==> src/sv/ffx_pkg.sv <==
// ---------------------------------------------------------------------------
// ffx_pkg
// Shared types and constants for the flat-field transmission block.
// ---------------------------------------------------------------------------
`default_nettype none

package ffx_pkg;

  // Field widths fixed by the interface.
  localparam int DET_W      = 8;
  localparam int BIN_W      = 10;
  localparam int COUNT_W    = 16;
  localparam int Q_W        = 20;
  localparam int WSUM_W     = 28;
  localparam int AIR_W      = 32;
  localparam int CFG_IDX_W  = 3;
  localparam int CFG_DATA_W = 10;
  localparam int NCOUNT_W   = 5;

  // Width used to compare field values against the size parameters.
  localparam int LIM_W = 13;

  // Saturation values.
  localparam logic [Q_W-1:0]    QMAX     = '1;
  localparam logic [WSUM_W-1:0] WSUM_MAX = '1;
  localparam logic [AIR_W-1:0]  AIR_MAX  = '1;

  // Configuration register indexes.
  localparam logic [CFG_IDX_W-1:0] REG_WIN_A_FIRST = 3'd0;
  localparam logic [CFG_IDX_W-1:0] REG_WIN_A_LAST  = 3'd1;
  localparam logic [CFG_IDX_W-1:0] REG_WIN_B_FIRST = 3'd2;
  localparam logic [CFG_IDX_W-1:0] REG_WIN_B_LAST  = 3'd3;
  localparam logic [CFG_IDX_W-1:0] REG_USE_B       = 3'd4;
  localparam logic [CFG_IDX_W-1:0] REG_AIR_COUNT   = 3'd5;

  // Last step indexes of the shared divider and the square root unit.
  localparam int STEP_W = 6;
  localparam logic [STEP_W-1:0] TDIV_LAST = 6'd19;
  localparam logic [STEP_W-1:0] EDIV_LAST = 6'd39;
  localparam logic [STEP_W-1:0] SQRT_LAST = 6'd19;

  // Configuration register contents.
  typedef struct packed {
    logic [BIN_W-1:0]    win_a_first;
    logic [BIN_W-1:0]    win_a_last;
    logic [BIN_W-1:0]    win_b_first;
    logic [BIN_W-1:0]    win_b_last;
    logic                use_b;
    logic [NCOUNT_W-1:0] air_count;
  } cfg_t;

  // Datapath operations issued by the controller.
  typedef enum logic [4:0] {
    OP_NONE,
    OP_LOAD,
    OP_AIR_WRITE,
    OP_SQ,
    OP_CUBE_LO,
    OP_CUBE_HI,
    OP_CUBE_SUM,
    OP_CS_LO,
    OP_CS_HI,
    OP_CS_SUM,
    OP_P_LO,
    OP_P_HI,
    OP_P_SUM,
    OP_TDIV_INIT,
    OP_EDIV_INIT,
    OP_DIV_STEP,
    OP_T_DONE,
    OP_SQRT_INIT,
    OP_SQRT_STEP,
    OP_PUSH
  } op_t;

  typedef struct packed {
    op_t  op;
    logic take;
  } cmd_t;

  typedef struct packed {
    logic object_line;
    logic zero_air;
    logic out_free;
  } stat_t;

endpackage

`default_nettype wire

==> src/sv/ffx_cfg.sv <==
// ---------------------------------------------------------------------------
// ffx_cfg
// Configuration register file: energy windows, total mode and air count.
// ---------------------------------------------------------------------------
`default_nettype none

module ffx_cfg (
  input  logic                           clk,
  input  logic                           rst,
  input  logic                           cfg_valid,
  output logic                           cfg_ready,
  input  logic [ffx_pkg::CFG_IDX_W-1:0]  cfg_index,
  input  logic [ffx_pkg::CFG_DATA_W-1:0] cfg_data,
  output ffx_pkg::cfg_t                  cfg
);
  import ffx_pkg::*;

  // Writes are always taken.
  assign cfg_ready = 1'b1;

  // Register writes; indexes beyond the list are ignored.
  always_ff @(posedge clk) begin
    if (rst) begin
      cfg.win_a_first <= 10'd10;
      cfg.win_a_last  <= 10'd50;
      cfg.win_b_first <= 10'd10;
      cfg.win_b_last  <= 10'd90;
      cfg.use_b       <= 1'b0;
      cfg.air_count   <= 5'd14;
    end else if (cfg_valid) begin
      case (cfg_index)
        REG_WIN_A_FIRST: cfg.win_a_first <= cfg_data;
        REG_WIN_A_LAST:  cfg.win_a_last  <= cfg_data;
        REG_WIN_B_FIRST: cfg.win_b_first <= cfg_data;
        REG_WIN_B_LAST:  cfg.win_b_last  <= cfg_data;
        REG_USE_B:       cfg.use_b       <= cfg_data[0];
        REG_AIR_COUNT:   cfg.air_count   <= cfg_data[NCOUNT_W-1:0];
        default: begin
        end
      endcase
    end
  end

endmodule

`default_nettype wire

==> config.mk <==
export PLATFORM = sky130hd
export DESIGN_NAME = ffx_cfg
export DESIGN_NICKNAME = d
export VERILOG_FILES = /design/src/sv/ffx_pkg.sv /design/src/sv/ffx_cfg.sv
export SDC_FILE = /design/constraint.sdc
export NUM_CORES = 1
export LEC_CHECK = 0
export BUFFER_PORTS_ARGS = -buffer_cell sky130_fd_sc_hd__buf_2
export CORE_MARGIN = 2
export CORE_UTILIZATION = 30
export CTS_BUF_LIST = sky130_fd_sc_hd__clkbuf_4
export CTS_CLUSTER_SIZE = 20
export DETAILED_ROUTE_END_ITERATION = 12
export PLACE_DENSITY = 0.54
export SLEW_MARGIN = 25
export SYNTH_ARGS = -nofsm -noshare
export SYNTH_HDL_FRONTEND = slang
export SYNTH_SLANG_ARGS = --single-unit
==> constraint.sdc <==
create_clock -name clk -period 2.45 [get_ports clk]
set_clock_uncertainty 0.1 [all_clocks]
set_input_delay 0.6125 -clock clk [delete_from_list [all_inputs] [get_ports clk]]
set_output_delay 0.6125 -clock clk [all_outputs]
set_load 0.02 [all_outputs]
==> results by group <==
Status
  • Outcome: finished clean

Yosys
  • Main synth FF type: dfxtp_1
  • Sequential element share of the synthesized area: 49.5%
  • Asr flop ratio synth: 0%
  • Synth top cells by count: 46 x dfxtp_1, 46 x mux2i_1, 41 x nand2b_1, 20 x nor2_1, 8 x clkbuf_1
  • Leading area contributor after synthesis: dfxtp_1
  • Dominant cells by area after synthesis: dfxtp_1 49%, mux2i_1 25%, nand2b_1 14%
  • Number of flops mapped to enable cells by yosys: 0
  • Mapped Nets: 191
  • Synthesis Warnings: 0
  • Avg Synthesized Cell Area: 10.6 µm²
  • Synthesized area: 1860 µm²
  • Cells after synthesis: 175
  • Synth cell types: 13
  • Post-synth top area share: 49.5%
  • Seq cells post-synth: 46

Worst hold path
  • Hold endpoint: cfg[13]$_SDFFE_PP0P_
  • Min-delay src: cfg[13]$_SDFFE_PP0P_
  • Worst Hold Depth: 2
  • Min-delay worst type: flop to flop

Worst setup path
  • Worst r2r src: cfg[39]$_SDFFE_PP1P_
  • CP Capture Type: flop
  • Worst Reg2Reg Path Length in Cells: 2
  • Crit path required time: 2.58 ns
  • Startpoint types: input pin
  • Slowest-stage cell, CP: or4b_1
  • Crit path arrival time: 1.81 ns
  • Type of the worst setup path: input pin to flop
  • Worst R2R Setup Slack: 1.71 ns
  • Crit Path Max Fanout: 10
  • Critical R2R Capture: cfg[39]$_SDFFE_PP1P_
  • Critical path cell sequence: buf_2 > or4b_1 > mux2i_1
  • Worst path max stage delay: 0.84 ns

Drt
  • Drt drc: 0
  • Number of iterations in the first detailed-routing pass: 4
  • Routed WL: 4.27 mm
  • Antenna Nets Post-Route: 0
  • WL per Instance: 13.8 µm
  • Vias: 1,362
  • Initial DRC Count: 33
  • Via density: 4.39

CTS
  • Setup bufs post-CTS: 0
  • Root buf cell: clkbuf_4
  • Post-CTS Resized: 0
  • CTS sink count: 46
  • Htree depth: 2
  • Num CTS Buffers: 5
  • CTS tree: built
  • Clock Path Buffers: 2
  • CTS Hold Buffers Added: 0
  • Clock-pin transition on the worst setup and hold timing paths: 0.13 ns
  • Worst-skew pair later-pin latency: 0.35 ns

Floorplanning
  • Core box area: 5960 µm²
  • Chip height: 82.8 µm
  • Chip Width: 82.8 µm
  • Row count: 28
  • Initial Util: 31.2%
  • Total Die Area: 6850 µm²
  • Io pins: 63

Timing
  • RSZ-0062 raised after global routing: no
  • FMAX: 594 MHz
  • Slew headroom: 59.7%
  • Fin crit period: 1.68 ns
  • Pins Over Slew Limit: 0
  • Slew @ Worst Pin: 0.605 ns
  • Final Hold Viols: 0
  • Final period util: 68.7%
  • Worst hold slack: 0.380 ns
  • Final setup violation count: 0
  • Post-route setup TNS: 0 ns

Final layout
  • FF/Latch Area: 921 µm²
  • Finished Core Util: 38.5%
  • Filler instances: 623
  • Final std cells w/o fill: 310
  • Largest regs: cfg: 46 flops
  • Number of flip-flops in the largest register: 46
  • Fraction of layout cells with a size suffix above 1: 31.5%
  • Area Overhead vs Synth: 23.3%
  • Footprint of the multi-input gates: 888 µm²
  • Layout Nets: 252
  • Top reg by flops: cfg
  • Number of diodes: 0

Global routing
  • Antenna violations before repair: 0
  • Largest net degree at the start of global routing: 28
  • Vias in the first global route: 1,251
  • GRT Total Usage: 12.9%
  • First-pass GRT wire length: 6.44 mm
  • Grt ovf: 0

Place
  • GPL Wtd Cong: 0.667
  • Hpwl dp: 2.99 mm
  • Placed cell count: 304
  • Port bufs: 61

Job
  • Max cap viols: 0

Power
  • Worst vdd ir: 0.182 mV
  • Pwr/cell area: 541 nW/µm²
  • Leak Pwr: 1.15 nW
## cells in the final DEF (no fill, tap or decap), drive strengths merged
cell type,count
nor2,20
buf,67
conb,1
nand4bb,2
clkbuf,5
mux2i,46
nand2b,41
clkinv,1
nand4b,2
nor4bb,3
or4b,1
dfxtp,46
## through the flow
step	power [mW]	instance area, µm²	setup slack (ns)
after floorplan	0.875	1860	0.810
after global placement	0.927	2250	0.398
after detailed placement	0.928	2250	0.363
after CTS	1.26	2290	0.760
after global routing	1.30	2290	0.733
final	1.24	2290	0.768
## layout make-up
type | instances | area share, %
Tap cell | 75 | 4.09
Timing Repair Buffer | 67 | 15.3
Multi-Input combinational cell | 116 | 38.7
Clock buffer | 5 | 1.64
Clock inverter | 1 | 0.164
Sequential cell | 46 | 40.1
## layer usage
| layer | share of wire, % | track usage [%] |
|---|---|---|
| met1 | 50 | 18.2 |
| met2 | 43 | 18.7 |
| met3 | 5.4 | 3.80 |
| met4 | 1.2 | 4.43 |
| met5 | 0 | 0 |
## critical path, delay by kind of cell
kind | cells | cell delay [ns]
mux | 1 | 0.21
simple gates | 1 | 0.84
buf+inv | 1 | 0.14
## where the power goes
| part | total [mW] | internal, mW | switching (mW) |
|---|---|---|---|
| logic | 0.136 | 0.0576 | 0.0787 |
| registers | 0.773 | 0.765 | 0.00832 |
| clock network | 0.333 | 0.0988 | 0.234 |
## worst max-delay path by stage
stage | cells past startpoint | slack [ns] | startpoint | end
2_1_floorplan | 3 | 0.81 | cfg_index[1] | cfg[37]$_SDFFE_PP1P_
3_3_place_gp | 3 | 0.40 | cfg_index[1] | cfg[43]$_SDFFE_PP0P_
3_5_place_dp | 3 | 0.36 | cfg_index[1] | cfg[39]$_SDFFE_PP1P_
4_1_cts | 3 | 0.76 | cfg_index[1] | cfg[37]$_SDFFE_PP1P_
5_1_grt | 3 | 0.73 | cfg_index[1] | cfg[37]$_SDFFE_PP1P_
6_report | 3 | 0.77 | cfg_index[1] | cfg[37]$_SDFFE_PP1P_
## cell families (layout without fill, tap and decap cells)
logic type             after synthesis  after routing  synth area share (%)
buffers and inverters               13             73                  3.43
DFF                                 46             46                  49.5
muxes                               46             46                  24.7
other                                1              1                 0.202
and+or+nand+nor                     69             69                  22.1
Power figures use the tool's default switching activity.
