===== src/sv/ffx_pkg.sv =====
// ---------------------------------------------------------------------------
// ffx_pkg
// Shared types and constants for the flat-field transmission block.
// ---------------------------------------------------------------------------
`default_nettype none

package ffx_pkg;

  // Field widths fixed by the interface.
  localparam int DET_W      = 8;
  localparam int BIN_W      = 10;
  localparam int COUNT_W    = 16;
  localparam int Q_W        = 20;
  localparam int WSUM_W     = 28;
  localparam int AIR_W      = 32;
  localparam int CFG_IDX_W  = 3;
  localparam int CFG_DATA_W = 10;
  localparam int NCOUNT_W   = 5;

  // Width used to compare field values against the size parameters.
  localparam int LIM_W = 13;

  // Saturation values.
  localparam logic [Q_W-1:0]    QMAX     = '1;
  localparam logic [WSUM_W-1:0] WSUM_MAX = '1;
  localparam logic [AIR_W-1:0]  AIR_MAX  = '1;

  // Configuration register indexes.
  localparam logic [CFG_IDX_W-1:0] REG_WIN_A_FIRST = 3'd0;
  localparam logic [CFG_IDX_W-1:0] REG_WIN_A_LAST  = 3'd1;
  localparam logic [CFG_IDX_W-1:0] REG_WIN_B_FIRST = 3'd2;
  localparam logic [CFG_IDX_W-1:0] REG_WIN_B_LAST  = 3'd3;
  localparam logic [CFG_IDX_W-1:0] REG_USE_B       = 3'd4;
  localparam logic [CFG_IDX_W-1:0] REG_AIR_COUNT   = 3'd5;

  // Last step indexes of the shared divider and the square root unit.
  localparam int STEP_W = 6;
  localparam logic [STEP_W-1:0] TDIV_LAST = 6'd19;
  localparam logic [STEP_W-1:0] EDIV_LAST = 6'd39;
  localparam logic [STEP_W-1:0] SQRT_LAST = 6'd19;

  // Configuration register contents.
  typedef struct packed {
    logic [BIN_W-1:0]    win_a_first;
    logic [BIN_W-1:0]    win_a_last;
    logic [BIN_W-1:0]    win_b_first;
    logic [BIN_W-1:0]    win_b_last;
    logic                use_b;
    logic [NCOUNT_W-1:0] air_count;
  } cfg_t;

  // Datapath operations issued by the controller.
  typedef enum logic [4:0] {
    OP_NONE,
    OP_LOAD,
    OP_AIR_WRITE,
    OP_SQ,
    OP_CUBE_LO,
    OP_CUBE_HI,
    OP_CUBE_SUM,
    OP_CS_LO,
    OP_CS_HI,
    OP_CS_SUM,
    OP_P_LO,
    OP_P_HI,
    OP_P_SUM,
    OP_TDIV_INIT,
    OP_EDIV_INIT,
    OP_DIV_STEP,
    OP_T_DONE,
    OP_SQRT_INIT,
    OP_SQRT_STEP,
    OP_PUSH
  } op_t;

  typedef struct packed {
    op_t  op;
    logic take;
  } cmd_t;

  typedef struct packed {
    logic object_line;
    logic zero_air;
    logic out_free;
  } stat_t;

endpackage

`default_nettype wire


===== src/sv/ffx_ctrl.sv =====
// ---------------------------------------------------------------------------
// ffx_ctrl
// Sequencer: accepts bins, then steps the datapath through the air update
// or through the multiply, divide and square root sequence of an object line.
// ---------------------------------------------------------------------------
`default_nettype none

module ffx_ctrl (
  input  logic           clk,
  input  logic           rst,
  input  logic           in_valid,
  input  logic           in_last,
  output logic           in_ready,
  input  ffx_pkg::stat_t stat,
  output ffx_pkg::cmd_t  cmd
);
  import ffx_pkg::*;

  typedef enum logic [4:0] {
    S_IDLE,
    S_LOAD,
    S_AIR_WR,
    S_CHECK,
    S_SQ,
    S_CUBE_LO,
    S_CUBE_HI,
    S_CUBE_SUM,
    S_CS_LO,
    S_CS_HI,
    S_CS_SUM,
    S_P_LO,
    S_P_HI,
    S_P_SUM,
    S_TDIV_INIT,
    S_TDIV,
    S_T_DONE,
    S_EDIV_INIT,
    S_EDIV,
    S_SQRT_INIT,
    S_SQRT,
    S_PUSH
  } state_t;

  state_t             state;
  logic [STEP_W-1:0]  step;

  // Bins are taken only while no spectrum is being closed.
  assign in_ready = (state == S_IDLE);

  // State and iteration counter.
  always_ff @(posedge clk) begin
    if (rst) begin
      state <= S_IDLE;
      step  <= '0;
    end else begin
      case (state)
        S_IDLE: begin
          if (in_valid && in_last) state <= S_LOAD;
        end
        S_LOAD:     state <= stat.object_line ? S_CHECK : S_AIR_WR;
        S_AIR_WR:   state <= S_IDLE;
        S_CHECK:    state <= stat.zero_air ? S_PUSH : S_SQ;
        S_SQ:       state <= S_CUBE_LO;
        S_CUBE_LO:  state <= S_CUBE_HI;
        S_CUBE_HI:  state <= S_CUBE_SUM;
        S_CUBE_SUM: state <= S_CS_LO;
        S_CS_LO:    state <= S_CS_HI;
        S_CS_HI:    state <= S_CS_SUM;
        S_CS_SUM:   state <= S_P_LO;
        S_P_LO:     state <= S_P_HI;
        S_P_HI:     state <= S_P_SUM;
        S_P_SUM:    state <= S_TDIV_INIT;
        S_TDIV_INIT: begin
          state <= S_TDIV;
          step  <= TDIV_LAST;
        end
        S_TDIV: begin
          if (step == '0) state <= S_T_DONE;
          else step <= step - 1'b1;
        end
        S_T_DONE:   state <= S_EDIV_INIT;
        S_EDIV_INIT: begin
          state <= S_EDIV;
          step  <= EDIV_LAST;
        end
        S_EDIV: begin
          if (step == '0) state <= S_SQRT_INIT;
          else step <= step - 1'b1;
        end
        S_SQRT_INIT: begin
          state <= S_SQRT;
          step  <= SQRT_LAST;
        end
        S_SQRT: begin
          if (step == '0) state <= S_PUSH;
          else step <= step - 1'b1;
        end
        S_PUSH: begin
          if (stat.out_free) state <= S_IDLE;
        end
        default: state <= S_IDLE;
      endcase
    end
  end

  // Operation decode for the datapath.
  always_comb begin
    cmd.take = in_valid && (state == S_IDLE);
    case (state)
      S_LOAD:      cmd.op = OP_LOAD;
      S_AIR_WR:    cmd.op = OP_AIR_WRITE;
      S_SQ:        cmd.op = OP_SQ;
      S_CUBE_LO:   cmd.op = OP_CUBE_LO;
      S_CUBE_HI:   cmd.op = OP_CUBE_HI;
      S_CUBE_SUM:  cmd.op = OP_CUBE_SUM;
      S_CS_LO:     cmd.op = OP_CS_LO;
      S_CS_HI:     cmd.op = OP_CS_HI;
      S_CS_SUM:    cmd.op = OP_CS_SUM;
      S_P_LO:      cmd.op = OP_P_LO;
      S_P_HI:      cmd.op = OP_P_HI;
      S_P_SUM:     cmd.op = OP_P_SUM;
      S_TDIV_INIT: cmd.op = OP_TDIV_INIT;
      S_TDIV:      cmd.op = OP_DIV_STEP;
      S_T_DONE:    cmd.op = OP_T_DONE;
      S_EDIV_INIT: cmd.op = OP_EDIV_INIT;
      S_EDIV:      cmd.op = OP_DIV_STEP;
      S_SQRT_INIT: cmd.op = OP_SQRT_INIT;
      S_SQRT:      cmd.op = OP_SQRT_STEP;
      S_PUSH:      cmd.op = stat.out_free ? OP_PUSH : OP_NONE;
      default:     cmd.op = OP_NONE;
    endcase
  end

endmodule

`default_nettype wire


===== config.mk =====
export PLATFORM = sky130hd
export DESIGN_NAME = ffx_ctrl
export DESIGN_NICKNAME = d
export VERILOG_FILES = /design/src/sv/ffx_pkg.sv /design/src/sv/ffx_ctrl.sv
export SDC_FILE = /design/constraint.sdc
export NUM_CORES = 1
export LEC_CHECK = 0
export BUFFER_PORTS_ARGS = -buffer_cell sky130_fd_sc_hd__buf_2
export CORE_AREA = 4 4 82 46
export DETAILED_ROUTE_END_ITERATION = 7
export DIE_AREA = 0 0 86 50
export PLACE_DENSITY = 0.6
export SYNTH_ARGS = -nofsm -noshare
export SYNTH_HDL_FRONTEND = slang
export SYNTH_SLANG_ARGS = --single-unit

===== constraint.sdc =====
create_clock -name clk -period 4.6 [get_ports clk]
set_clock_uncertainty 0.15 [all_clocks]
set_input_delay 0.69 -clock clk [delete_from_list [all_inputs] [get_ports clk]]
set_output_delay 0.69 -clock clk [all_outputs]
set_load 0.005 [all_outputs]

==> report_table.html, run 1 <==
<table>
<tr><th>Metric</th><th>Value</th></tr>
<tr><th colspan="2">Run status</th></tr>
<tr><td>Result of the run</td><td>completed</td></tr>
<tr><th colspan="2">Synthesis</th></tr>
<tr><td>Count of mapped cells out of synthesis</td><td>155</td></tr>
<tr><td>Async SR Flop Fraction</td><td>0%</td></tr>
<tr><td>Net count of the mapped netlist</td><td>164</td></tr>
<tr><td>Count of state elements after synthesis</td><td>11</td></tr>
<tr><td>EDFF count, synth</td><td>0</td></tr>
<tr><td>Number of warnings printed during yosys synthesis</td><td>0</td></tr>
<tr><td>Dominant synthesized flop cell</td><td>sky130_fd_sc_hd__dfxtp_1</td></tr>
<tr><td>Netlist cell types</td><td>54</td></tr>
<tr><td>Mapped cell area</td><td>1150 µm²</td></tr>
<tr><td>Sequential-to-total area share from yosys stat</td><td>19.2%</td></tr>
<tr><td>Mean area per synthesized cell</td><td>7.39 µm²</td></tr>
<tr><th colspan="2">Detailed routing</th></tr>
<tr><td>Total routed wirelength</td><td>2860 µm</td></tr>
<tr><td>Wire length per cell after detailed routing</td><td>14.4 µm</td></tr>
<tr><td>Vias per cell</td><td>5.88</td></tr>
<tr><td>Detailed-router iteration count before antenna repair</td><td>4</td></tr>
<tr><td>DRT iter0 DRCs</td><td>130</td></tr>
<tr><td>Total via count after detailed routing</td><td>1171</td></tr>
<tr><td>Remaining antenna violation count after routing</td><td>0</td></tr>
<tr><td>Detailed-route DRC error count</td><td>0</td></tr>
<tr><th colspan="2">Hold path</th></tr>
<tr><td>Worst min path class</td><td>reg -&gt; reg</td></tr>
<tr><th colspan="2">STA</th></tr>
<tr><td>Setup TNS after final layout</td><td>0 ps</td></tr>
<tr><td>Top achievable clock speed</td><td>338 MHz</td></tr>
<tr><td>Least-Margin Pin Slew</td><td>914 ps</td></tr>
<tr><td>RSZ-0062 raised after global routing</td><td>false</td></tr>
<tr><td>Number of endpoints failing setup at the final stage</td><td>0</td></tr>
<tr><td>Final clock period utilization by the worst path</td><td>64.4%</td></tr>
<tr><td>Final Hold Vio Count</td><td>0</td></tr>
<tr><td>Headroom to the max-slew limit</td><td>39.0%</td></tr>
<tr><td>Final count of pins violating max slew</td><td>0</td></tr>
<tr><td>Final Hold Slack</td><td>421 ps</td></tr>
<tr><td>Final critical path time including I/O delays and setup</td><td>2960 ps</td></tr>
<tr><th colspan="2">Cells and area</th></tr>
<tr><td>Nets</td><td>169</td></tr>
<tr><td>Antenna cells</td><td>0</td></tr>
<tr><td>Number of fill cells</td><td>320</td></tr>
<tr><td>Final core utilization</td><td>42.0%</td></tr>
<tr><td>Fraction of final layout cells with drive strength greater than 1</td><td>15.1%</td></tr>
<tr><td>Relative area change from synthesis to final layout</td><td>8.41%</td></tr>
<tr><td>Number of standard cells in the final layout excluding fillers</td><td>199</td></tr>
<tr><th colspan="2">Die</th></tr>
<tr><td>Initial cell density of the core</td><td>38.7%</td></tr>
<tr><td>Height of the die</td><td>50 µm</td></tr>
<tr><td>Width of the die</td><td>86 µm</td></tr>
<tr><td>I/O Pins</td><td>14</td></tr>
<tr><td>Die Area</td><td>4300 µm²</td></tr>
<tr><td>Standard-cell rows</td><td>14</td></tr>
<tr><td>Total core area</td><td>2960 µm²</td></tr>
<tr><th colspan="2">Power</th></tr>
<tr><td>IR drop worst, VDD</td><td>240 µV</td></tr>
<tr><td>Total power draw</td><td>0.716 mW</td></tr>
<tr><td>Power per cell area</td><td>576 nW/µm²</td></tr>
<tr><td>Leakage Power</td><td>0.445 nW</td></tr>
<tr><th colspan="2">Critical path</th></tr>
<tr><td>Startpoint type of the worst setup path</td><td>flop</td></tr>
<tr><td>Largest driver fanout on the critical path</td><td>28</td></tr>
<tr><td>Data required time at the worst endpoint</td><td>3760 ps</td></tr>
<tr><td>Critical Path Sink Type</td><td>output pin</td></tr>
<tr><td>WP data arrival</td><td>2120 ps</td></tr>
<tr><td>Classification of the worst setup path</td><td>reg -&gt; out</td></tr>
<tr><th colspan="2">CTS</th></tr>
<tr><td>Post-CTS Repair Setup Buffers</td><td>0</td></tr>
<tr><td>Worst-Skew Late Latency</td><td>240 ps</td></tr>
<tr><td>Number of buffers between clock root and the deepest sink</td><td>2</td></tr>
<tr><td>Maximum level of the CTS H-tree</td><td>1</td></tr>
<tr><td>Number of buffers created by CTS</td><td>3</td></tr>
<tr><td>Clock tree from TritonCTS</td><td>built</td></tr>
<tr><td>Post_cts resized</td><td>0</td></tr>
<tr><td>Post-CTS clock slew at the launch and capture registers of the worst setup and hold paths</td><td>50 ps</td></tr>
<tr><td>Number of buffers inserted by hold repair at cts</td><td>0</td></tr>
<tr><td>Clock Sink Count</td><td>11</td></tr>
<tr><td>Clock root buffer master</td><td>sky130_fd_sc_hd__clkbuf_8</td></tr>
<tr><th colspan="2">Placement</th></tr>
<tr><td>Placer's final routability congestion estimate</td><td>0.832</td></tr>
<tr><td>Detailed placer's ending HPWL</td><td>1970 µm</td></tr>
<tr><td>Placed Instances</td><td>195</td></tr>
<tr><td>Count of input and output buffers</td><td>13</td></tr>
<tr><th colspan="2">Global routing</th></tr>
<tr><td>Met2 Resource Use GR</td><td>21.2%</td></tr>
<tr><td>Total congestion overflow after global routing</td><td>0</td></tr>
<tr><td>Routing layer with the top usage in global route</td><td>met2</td></tr>
<tr><td>Met1 Resource Use GR</td><td>20.1%</td></tr>
<tr><td>Number of antenna violations at the first check in global routing</td><td>0</td></tr>
<tr><td>Pin count of the biggest net entering global routing</td><td>31</td></tr>
<tr><td>Met3 Use GR</td><td>3.66%</td></tr>
<tr><td>Global-route wire length before repair</td><td>5000 µm</td></tr>
<tr><td>Total Routing Usage GR</td><td>14.5%</td></tr>
<tr><td>Vias in the first global route</td><td>1058</td></tr>
<tr><th colspan="2">Run</th></tr>
<tr><td>Max capacitance violation total</td><td>0</td></tr>
</table>
[state kept, by name, indices dropped and copies added (netlist names)]
register / count
state: 5
step: 6
[cell families after synthesis]
kind of cell	Yosys count	synth area share, %
simple gates	60	30.1
compound gates	57	36.4
buf+inv	20	7.86
flops	11	19.2
mux	3	2.73
xor+xnor	2	1.53
fa+ha+maj	2	2.18
[cell usage after synthesis (all sizes together) (2+ instances only)]
cell type / number / area (µm²)
a31oi: 6 / 37.5
nand3: 3 / 15.0
and2: 4 / 30.0
dfxtp: 11 / 220
o22ai: 7 / 43.8
a2111oi: 2 / 23.8
o21ai: 5 / 25.0
nor2b: 8 / 50.1
a41oi: 2 / 25.0
buf: 8 / 45.0
nor2: 11 / 41.3
a21oi: 12 / 60.1
nor4b: 2 / 23.8
o2bb2ai: 4 / 35.0
nand2b: 5 / 31.3
ha: 2 / 25.0
nor3: 6 / 30.0
o32ai: 2 / 17.5
inv: 6 / 22.5
nand2: 12 / 45.0
mux2i: 2 / 20.0
o211ai: 2 / 15.0
nor3b: 3 / 22.5
a211oi: 5 / 50.1
or4: 2 / 18.8
clkbuf: 5 / 18.8
[layout make-up]
| class | instances | area [µm²] | area share, % |
|---|---|---|---|
| well taps | 40 | 50.0 | 4.03 |
| flip-flops and latches | 11 | 220 | 17.7 |
| clock buffers | 4 | 45.0 | 3.63 |
| repair buffers | 13 | 65.1 | 5.24 |
| inverters | 7 | 26.3 | 2.11 |
| multi-input cells | 124 | 836 | 67.3 |
[where the power goes]
| part | total, mW | switching, mW | leakage [nW] | internal (mW) |
|---|---|---|---|---|
| Sequential | 0.225 | 0.106 | 0.0897 | 0.119 |
| Clock | 0.102 | 0.0403 | 0.0228 | 0.0612 |
| Combinational | 0.389 | 0.201 | 0.332 | 0.189 |
[path summary, 6_finish.rpt]
path / startpoint / endpoint / slack (ps) / cells after the start
worst min-delay path: step[1] / step[1] / 420 / 2
worst min register to register: step[1] / step[1] / 420 / 2
worst max-delay path: state[0] / cmd[1] / 1640 / 6
worst max register to register: state[4] / step[3] / 2030 / 5
[cell usage in the layout (no fill, tap or decap), drive strengths merged, types with 2 or more instances in the layout]
cell type / synthesis / layout
nor4b: 2 / 2
o22ai: 7 / 7
nor2b: 8 / 8
a211oi: 5 / 5
o32ai: 2 / 2
nor3b: 3 / 3
and2: 4 / 4
buf: 8 / 13
a41oi: 2 / 2
clkbuf: 5 / 4
nand3: 3 / 3
o211ai: 2 / 2
nand2b: 5 / 5
nor2: 11 / 11
or4: 2 / 2
mux2i: 2 / 2
a21oi: 12 / 12
a31oi: 6 / 6
ha: 2 / 2
o2bb2ai: 4 / 4
a2111oi: 2 / 2
nand2: 12 / 12
dfxtp: 11 / 11
nor3: 6 / 6
o21ai: 5 / 5
inv: 6 / 6
[per-stage QoR]
step / worst slack (ps) / area [µm²]
final: 1640 / 1240
after CTS: 1640 / 1240
after global routing: 1430 / 1240
after global placement: 1990 / 1200
after floorplan: 2300 / 1150
after detailed placement: 1920 / 1200
[worst max-delay path, stage by stage, from the launching register on]
cell	delay (ps)
sky130_fd_sc_hd__dfxtp_1	910
sky130_fd_sc_hd__nor2b_1	330
sky130_fd_sc_hd__mux2i_1	110
sky130_fd_sc_hd__nor2_1	120
sky130_fd_sc_hd__a41oi_1	60
sky130_fd_sc_hd__o22ai_1	200
sky130_fd_sc_hd__buf_2	140
[metal layers]
metal	vias up	part of all wire [%]
li1	591	-
met2	27	41
met5	-	0
met1	549	53
met3	4	4.4
met4	0	1.1
(Power assumes the default switching activity.)
==> run 2, diff against run 1 <==
ABC_AREA = 1   (was not set)
CORE_AREA = 4 4 80 45   (was 4 4 82 46)
DIE_AREA = 0 0 84 49   (was 0 0 86 50)
clock period = 2.9 ns   (was 4.6 ns; I/O delays follow)
==> run 2 against run 1 <==
Net effect: worst hold slack worse by 150 ps; via count up 3.0%; global-route usage down 0.23 points; setup slack worse by 1100 ps; cell count up 22%; largest cell class unchanged.
==> report_table.html, run 2 <==
<table>
<tr><th>Metric</th><th>Value</th></tr>
<tr><th colspan="2">Detailed routing</th></tr>
<tr><td>Total via count after detailed routing</td><td>1206</td></tr>
<tr><td>Detailed-route DRC error count</td><td>0</td></tr>
<tr><td>Highest Signal Layer</td><td>met4</td></tr>
<tr><td>Met3 WL</td><td>318 µm</td></tr>
<tr><td>Vias per cell</td><td>4.98</td></tr>
<tr><td>Total routed wirelength</td><td>2870 µm</td></tr>
<tr><td>DRT iter0 DRCs</td><td>137</td></tr>
<tr><td>Met2 WL post-DR</td><td>957 µm</td></tr>
<tr><td>Remaining antenna violation count after routing</td><td>0</td></tr>
<tr><td>Detailed-router iteration count before antenna repair</td><td>4</td></tr>
<tr><td>Routed met1 length</td><td>1590 µm</td></tr>
<tr><td>Wire length per cell after detailed routing</td><td>11.9 µm</td></tr>
<tr><th colspan="2">Placement</th></tr>
<tr><td>Pre-CTS setup slack</td><td>864 ps</td></tr>
<tr><td>Detailed placer's ending HPWL</td><td>2400 µm</td></tr>
<tr><td>Count of input and output buffers</td><td>13</td></tr>
<tr><td>Placed Instances</td><td>238</td></tr>
<tr><td>Placer's final routability congestion estimate</td><td>0.946</td></tr>
<tr><th colspan="2">Critical path</th></tr>
<tr><td>Critical-path cell list</td><td>nand3_1 &gt; nor3_1 &gt; nor3_1 &gt; nand4_1 &gt; buf_2</td></tr>
<tr><td>Critical Path Sink Type</td><td>output pin</td></tr>
<tr><td>Data required time at the worst endpoint</td><td>2320 ps</td></tr>
<tr><td>Cell family contributing the most delay on the critical path</td><td>simple AND/OR/NAND/NOR gates</td></tr>
<tr><td>Biggest cell delay along the critical path</td><td>660 ps</td></tr>
<tr><td>Worst-path cell with the longest stage delay</td><td>sky130_fd_sc_hd__dfxtp_1</td></tr>
<tr><td>Dominant cell type by count on the critical path</td><td>sky130_fd_sc_hd__nor3_1</td></tr>
<tr><td>Worst reg-to-reg setup slack</td><td>1010 ps</td></tr>
<tr><td>Classification of the worst setup path</td><td>reg -&gt; out</td></tr>
<tr><td>Startpoint type of the worst setup path</td><td>flop</td></tr>
<tr><td>Sum of buffers and inverters on the critical path</td><td>1</td></tr>
<tr><td>WP data arrival</td><td>1750 ps</td></tr>
<tr><td>Largest driver fanout on the critical path</td><td>11</td></tr>
<tr><th colspan="2">Synthesis</th></tr>
<tr><td>Mapped cell area</td><td>1080 µm²</td></tr>
<tr><td>Dominant cell type by area after synthesis</td><td>sky130_fd_sc_hd__dfxtp_1</td></tr>
<tr><td>Number of warnings printed during yosys synthesis</td><td>0</td></tr>
<tr><td>Most common cell in the synthesized netlist</td><td>sky130_fd_sc_hd__nand2_1</td></tr>
<tr><td>Count of mapped cells out of synthesis</td><td>186</td></tr>
<tr><td>Fraction of post-synthesis cell area in the top cell type by area</td><td>20.4%</td></tr>
<tr><td>Sequential-to-total area share from yosys stat</td><td>20.4%</td></tr>
<tr><td>Dominant synthesized flop cell</td><td>sky130_fd_sc_hd__dfxtp_1</td></tr>
<tr><td>Net count of the mapped netlist</td><td>195</td></tr>
<tr><td>EDFF count, synth</td><td>0</td></tr>
<tr><td>Async SR Flop Fraction</td><td>0%</td></tr>
<tr><td>Mean area per synthesized cell</td><td>5.81 µm²</td></tr>
<tr><td>Count of state elements after synthesis</td><td>11</td></tr>
<tr><td>Most frequent cells after synthesis</td><td>sky130_fd_sc_hd__nand2_1, sky130_fd_sc_hd__nor2_1, sky130_fd_sc_hd__inv_1, sky130_fd_sc_hd__dfxtp_1, sky130_fd_sc_hd__nand3_1</td></tr>
<tr><td>Netlist cell types</td><td>26</td></tr>
<tr><td>Synth top area cells</td><td>sky130_fd_sc_hd__dfxtp_1, sky130_fd_sc_hd__nand2_1, sky130_fd_sc_hd__nor2_1</td></tr>
<tr><th colspan="2">STA</th></tr>
<tr><td>Number of endpoints failing setup at the final stage</td><td>0</td></tr>
<tr><td>Final count of pins violating max slew</td><td>0</td></tr>
<tr><td>Slack of the critical path</td><td>565 ps</td></tr>
<tr><td>Final critical path time including I/O delays and setup</td><td>2340 ps</td></tr>
<tr><td>Least-Margin Pin Slew</td><td>553 ps</td></tr>
<tr><td>Headroom to the max-slew limit</td><td>63.1%</td></tr>
<tr><td>Final clock period utilization by the worst path</td><td>80.5%</td></tr>
<tr><td>Top achievable clock speed</td><td>428 MHz</td></tr>
<tr><td>Setup TNS after final layout</td><td>0 ps</td></tr>
<tr><td>Final Hold Vio Count</td><td>0</td></tr>
<tr><td>RSZ-0062 raised after global routing</td><td>false</td></tr>
<tr><th colspan="2">Power</th></tr>
<tr><td>Sw power</td><td>0.360 mW</td></tr>
<tr><td>Power per cell area</td><td>620 nW/µm²</td></tr>
<tr><td>Leakage Power</td><td>0.667 nW</td></tr>
<tr><td>Total power draw</td><td>0.761 mW</td></tr>
<tr><td>Clock Power Share</td><td>20.3%</td></tr>
<tr><td>Internal</td><td>0.400 mW</td></tr>
<tr><td>Switching power share of the total</td><td>47.4%</td></tr>
<tr><td>Share of power burned in registers</td><td>26.3%</td></tr>
<tr><td>IR drop worst, VDD</td><td>241 µV</td></tr>
<tr><td>Gate power share</td><td>53.5%</td></tr>
<tr><th colspan="2">Die</th></tr>
<tr><td>Standard-cell rows</td><td>14</td></tr>
<tr><td>I/O Pins</td><td>14</td></tr>
<tr><td>Width of the die</td><td>84 µm</td></tr>
<tr><td>Initial cell density of the core</td><td>37.6%</td></tr>
<tr><td>Die Area</td><td>4120 µm²</td></tr>
<tr><td>Height of the die</td><td>49 µm</td></tr>
<tr><td>Total core area</td><td>2870 µm²</td></tr>
<tr><th colspan="2">Global routing</th></tr>
<tr><td>Number of antenna violations at the first check in global routing</td><td>0</td></tr>
<tr><td>Total Routing Usage GR</td><td>14.2%</td></tr>
<tr><td>Pin count of the biggest net entering global routing</td><td>12</td></tr>
<tr><td>Global-route wire length before repair</td><td>4790 µm</td></tr>
<tr><td>Vias in the first global route</td><td>982</td></tr>
<tr><td>Total congestion overflow after global routing</td><td>0</td></tr>
<tr><th colspan="2">Cells and area</th></tr>
<tr><td>Number of standard cells in the final layout excluding fillers</td><td>242</td></tr>
<tr><td>Nets</td><td>212</td></tr>
<tr><td>Largest register FFs</td><td>6</td></tr>
<tr><td>Most common cell after layout, fill and taps aside</td><td>sky130_fd_sc_hd__nand2_1</td></tr>
<tr><td>Relative area change from synthesis to final layout</td><td>13.7%</td></tr>
<tr><td>Final core utilization</td><td>42.7%</td></tr>
<tr><td>Commonest cells after routing, fill and taps aside</td><td>sky130_fd_sc_hd__nand2_1, sky130_fd_sc_hd__nor2_1, sky130_fd_sc_hd__inv_1</td></tr>
<tr><td>Register with the most flip-flops</td><td>step</td></tr>
<tr><td>Top flop regs</td><td>step x6, state x5</td></tr>
<tr><td>Fraction of final layout cells with drive strength greater than 1</td><td>19.3%</td></tr>
<tr><td>Antenna cells</td><td>0</td></tr>
<tr><th colspan="2">Run</th></tr>
<tr><td>Max capacitance violation total</td><td>0</td></tr>
<tr><th colspan="2">CTS</th></tr>
<tr><td>Post_cts resized</td><td>0</td></tr>
<tr><td>Clock Sink Count</td><td>11</td></tr>
<tr><td>Number of buffers inserted by hold repair at cts</td><td>0</td></tr>
<tr><td>Number of buffers created by CTS</td><td>3</td></tr>
<tr><td>Post-CTS Repair Setup Buffers</td><td>0</td></tr>
<tr><td>Worst-Skew Late Latency</td><td>240 ps</td></tr>
<tr><td>Clock root buffer master</td><td>sky130_fd_sc_hd__clkbuf_8</td></tr>
<tr><td>Number of buffers between clock root and the deepest sink</td><td>2</td></tr>
<tr><td>Post-CTS clock slew at the launch and capture registers of the worst setup and hold paths</td><td>50 ps</td></tr>
<tr><td>Maximum level of the CTS H-tree</td><td>1</td></tr>
<tr><td>Clock tree from TritonCTS</td><td>built</td></tr>
<tr><th colspan="2">Hold path</th></tr>
<tr><td>Worst min path class</td><td>in -&gt; reg</td></tr>
<tr><th colspan="2">Run status</th></tr>
<tr><td>Result of the run</td><td>completed</td></tr>
</table>
run 2: cell count changes after synthesis, moves of 5 or more:
cell and delta:
sky130_fd_sc_hd__nand2_1 +36, sky130_fd_sc_hd__nor2_1 +24, sky130_fd_sc_hd__inv_1 +17, sky130_fd_sc_hd__nand3_1 +8, sky130_fd_sc_hd__nor2b_1 -8, sky130_fd_sc_hd__a31oi_1 -6, sky130_fd_sc_hd__clkbuf_1 -5, sky130_fd_sc_hd__inv_2 +5
sky130_fd_sc_hd__nand2b_1 -5, sky130_fd_sc_hd__o22ai_1 -5
run 2: final timing paths:
kind,from,to,cells past startpoint
max reg2reg,state[4],state[1],8
min,rst,step[2],2
max,state[4],cmd[1],5
min reg2reg,step[1],step[1],2
run 2: cell families after synthesis:
| kind of cell | share of synthesized area (%) |
|---|---|
| flip-flops | 20.4 |
| buffers and inverters | 11.0 |
| AO/OA/AOI/OAI | 11.1 |
| XOR/XNOR | 1.62 |
| adder cells (fa/ha/maj) | 2.32 |
| AND/OR/NAND/NOR | 53.5 |
run 2: layout make-up:
class                   instances  area (µm²)
clock buffers                   3        41.3
clock inverters                 1        5.00
fillers                       328        1650
inverters                      28         105
multi-input cells             146         741
flip-flops and latches         11         220
well taps                      40        50.0
repair buffers                 13        65.1
run 2: per-layer routing:
| metal | up-vias | track usage [%] |
|---|---|---|
| li1 | 624 | - |
| met1 | 528 | 23.4 |
| met2 | 52 | 16.0 |
| met3 | 2 | 6.24 |
| met4 | 0 | 1.60 |
| met5 | - | 0 |
run 2: stage by stage:
stage / instance area (µm²) / hold slack (ps)
global route: 1230 / 250
floorplan: 1080 / 324
global placement: 1180 / 346
CTS: 1230 / 258
finish: 1230 / 267
detailed placement: 1180 / 353
run 2: worst reg2reg max path: stages, from the launching register on:
cell and delay (ps):
sky130_fd_sc_hd__dfxtp_1 660, sky130_fd_sc_hd__inv_2 140, sky130_fd_sc_hd__nand2_1 160, sky130_fd_sc_hd__inv_2 80, sky130_fd_sc_hd__nand3_2 70, sky130_fd_sc_hd__nand2_2 50, sky130_fd_sc_hd__a21oi_1 270, sky130_fd_sc_hd__nand2_1 100
sky130_fd_sc_hd__a21oi_1 130
run 2: power groups by stage:
stage | clock network (mW) | registers, mW | logic [mW]
floorplan | 0 | 0.194 | 0.290
global placement | 0 | 0.203 | 0.410
detailed placement | 0 | 0.202 | 0.397
CTS | 0.162 | 0.199 | 0.398
global route | 0.176 | 0.202 | 0.448
finish | 0.154 | 0.200 | 0.407
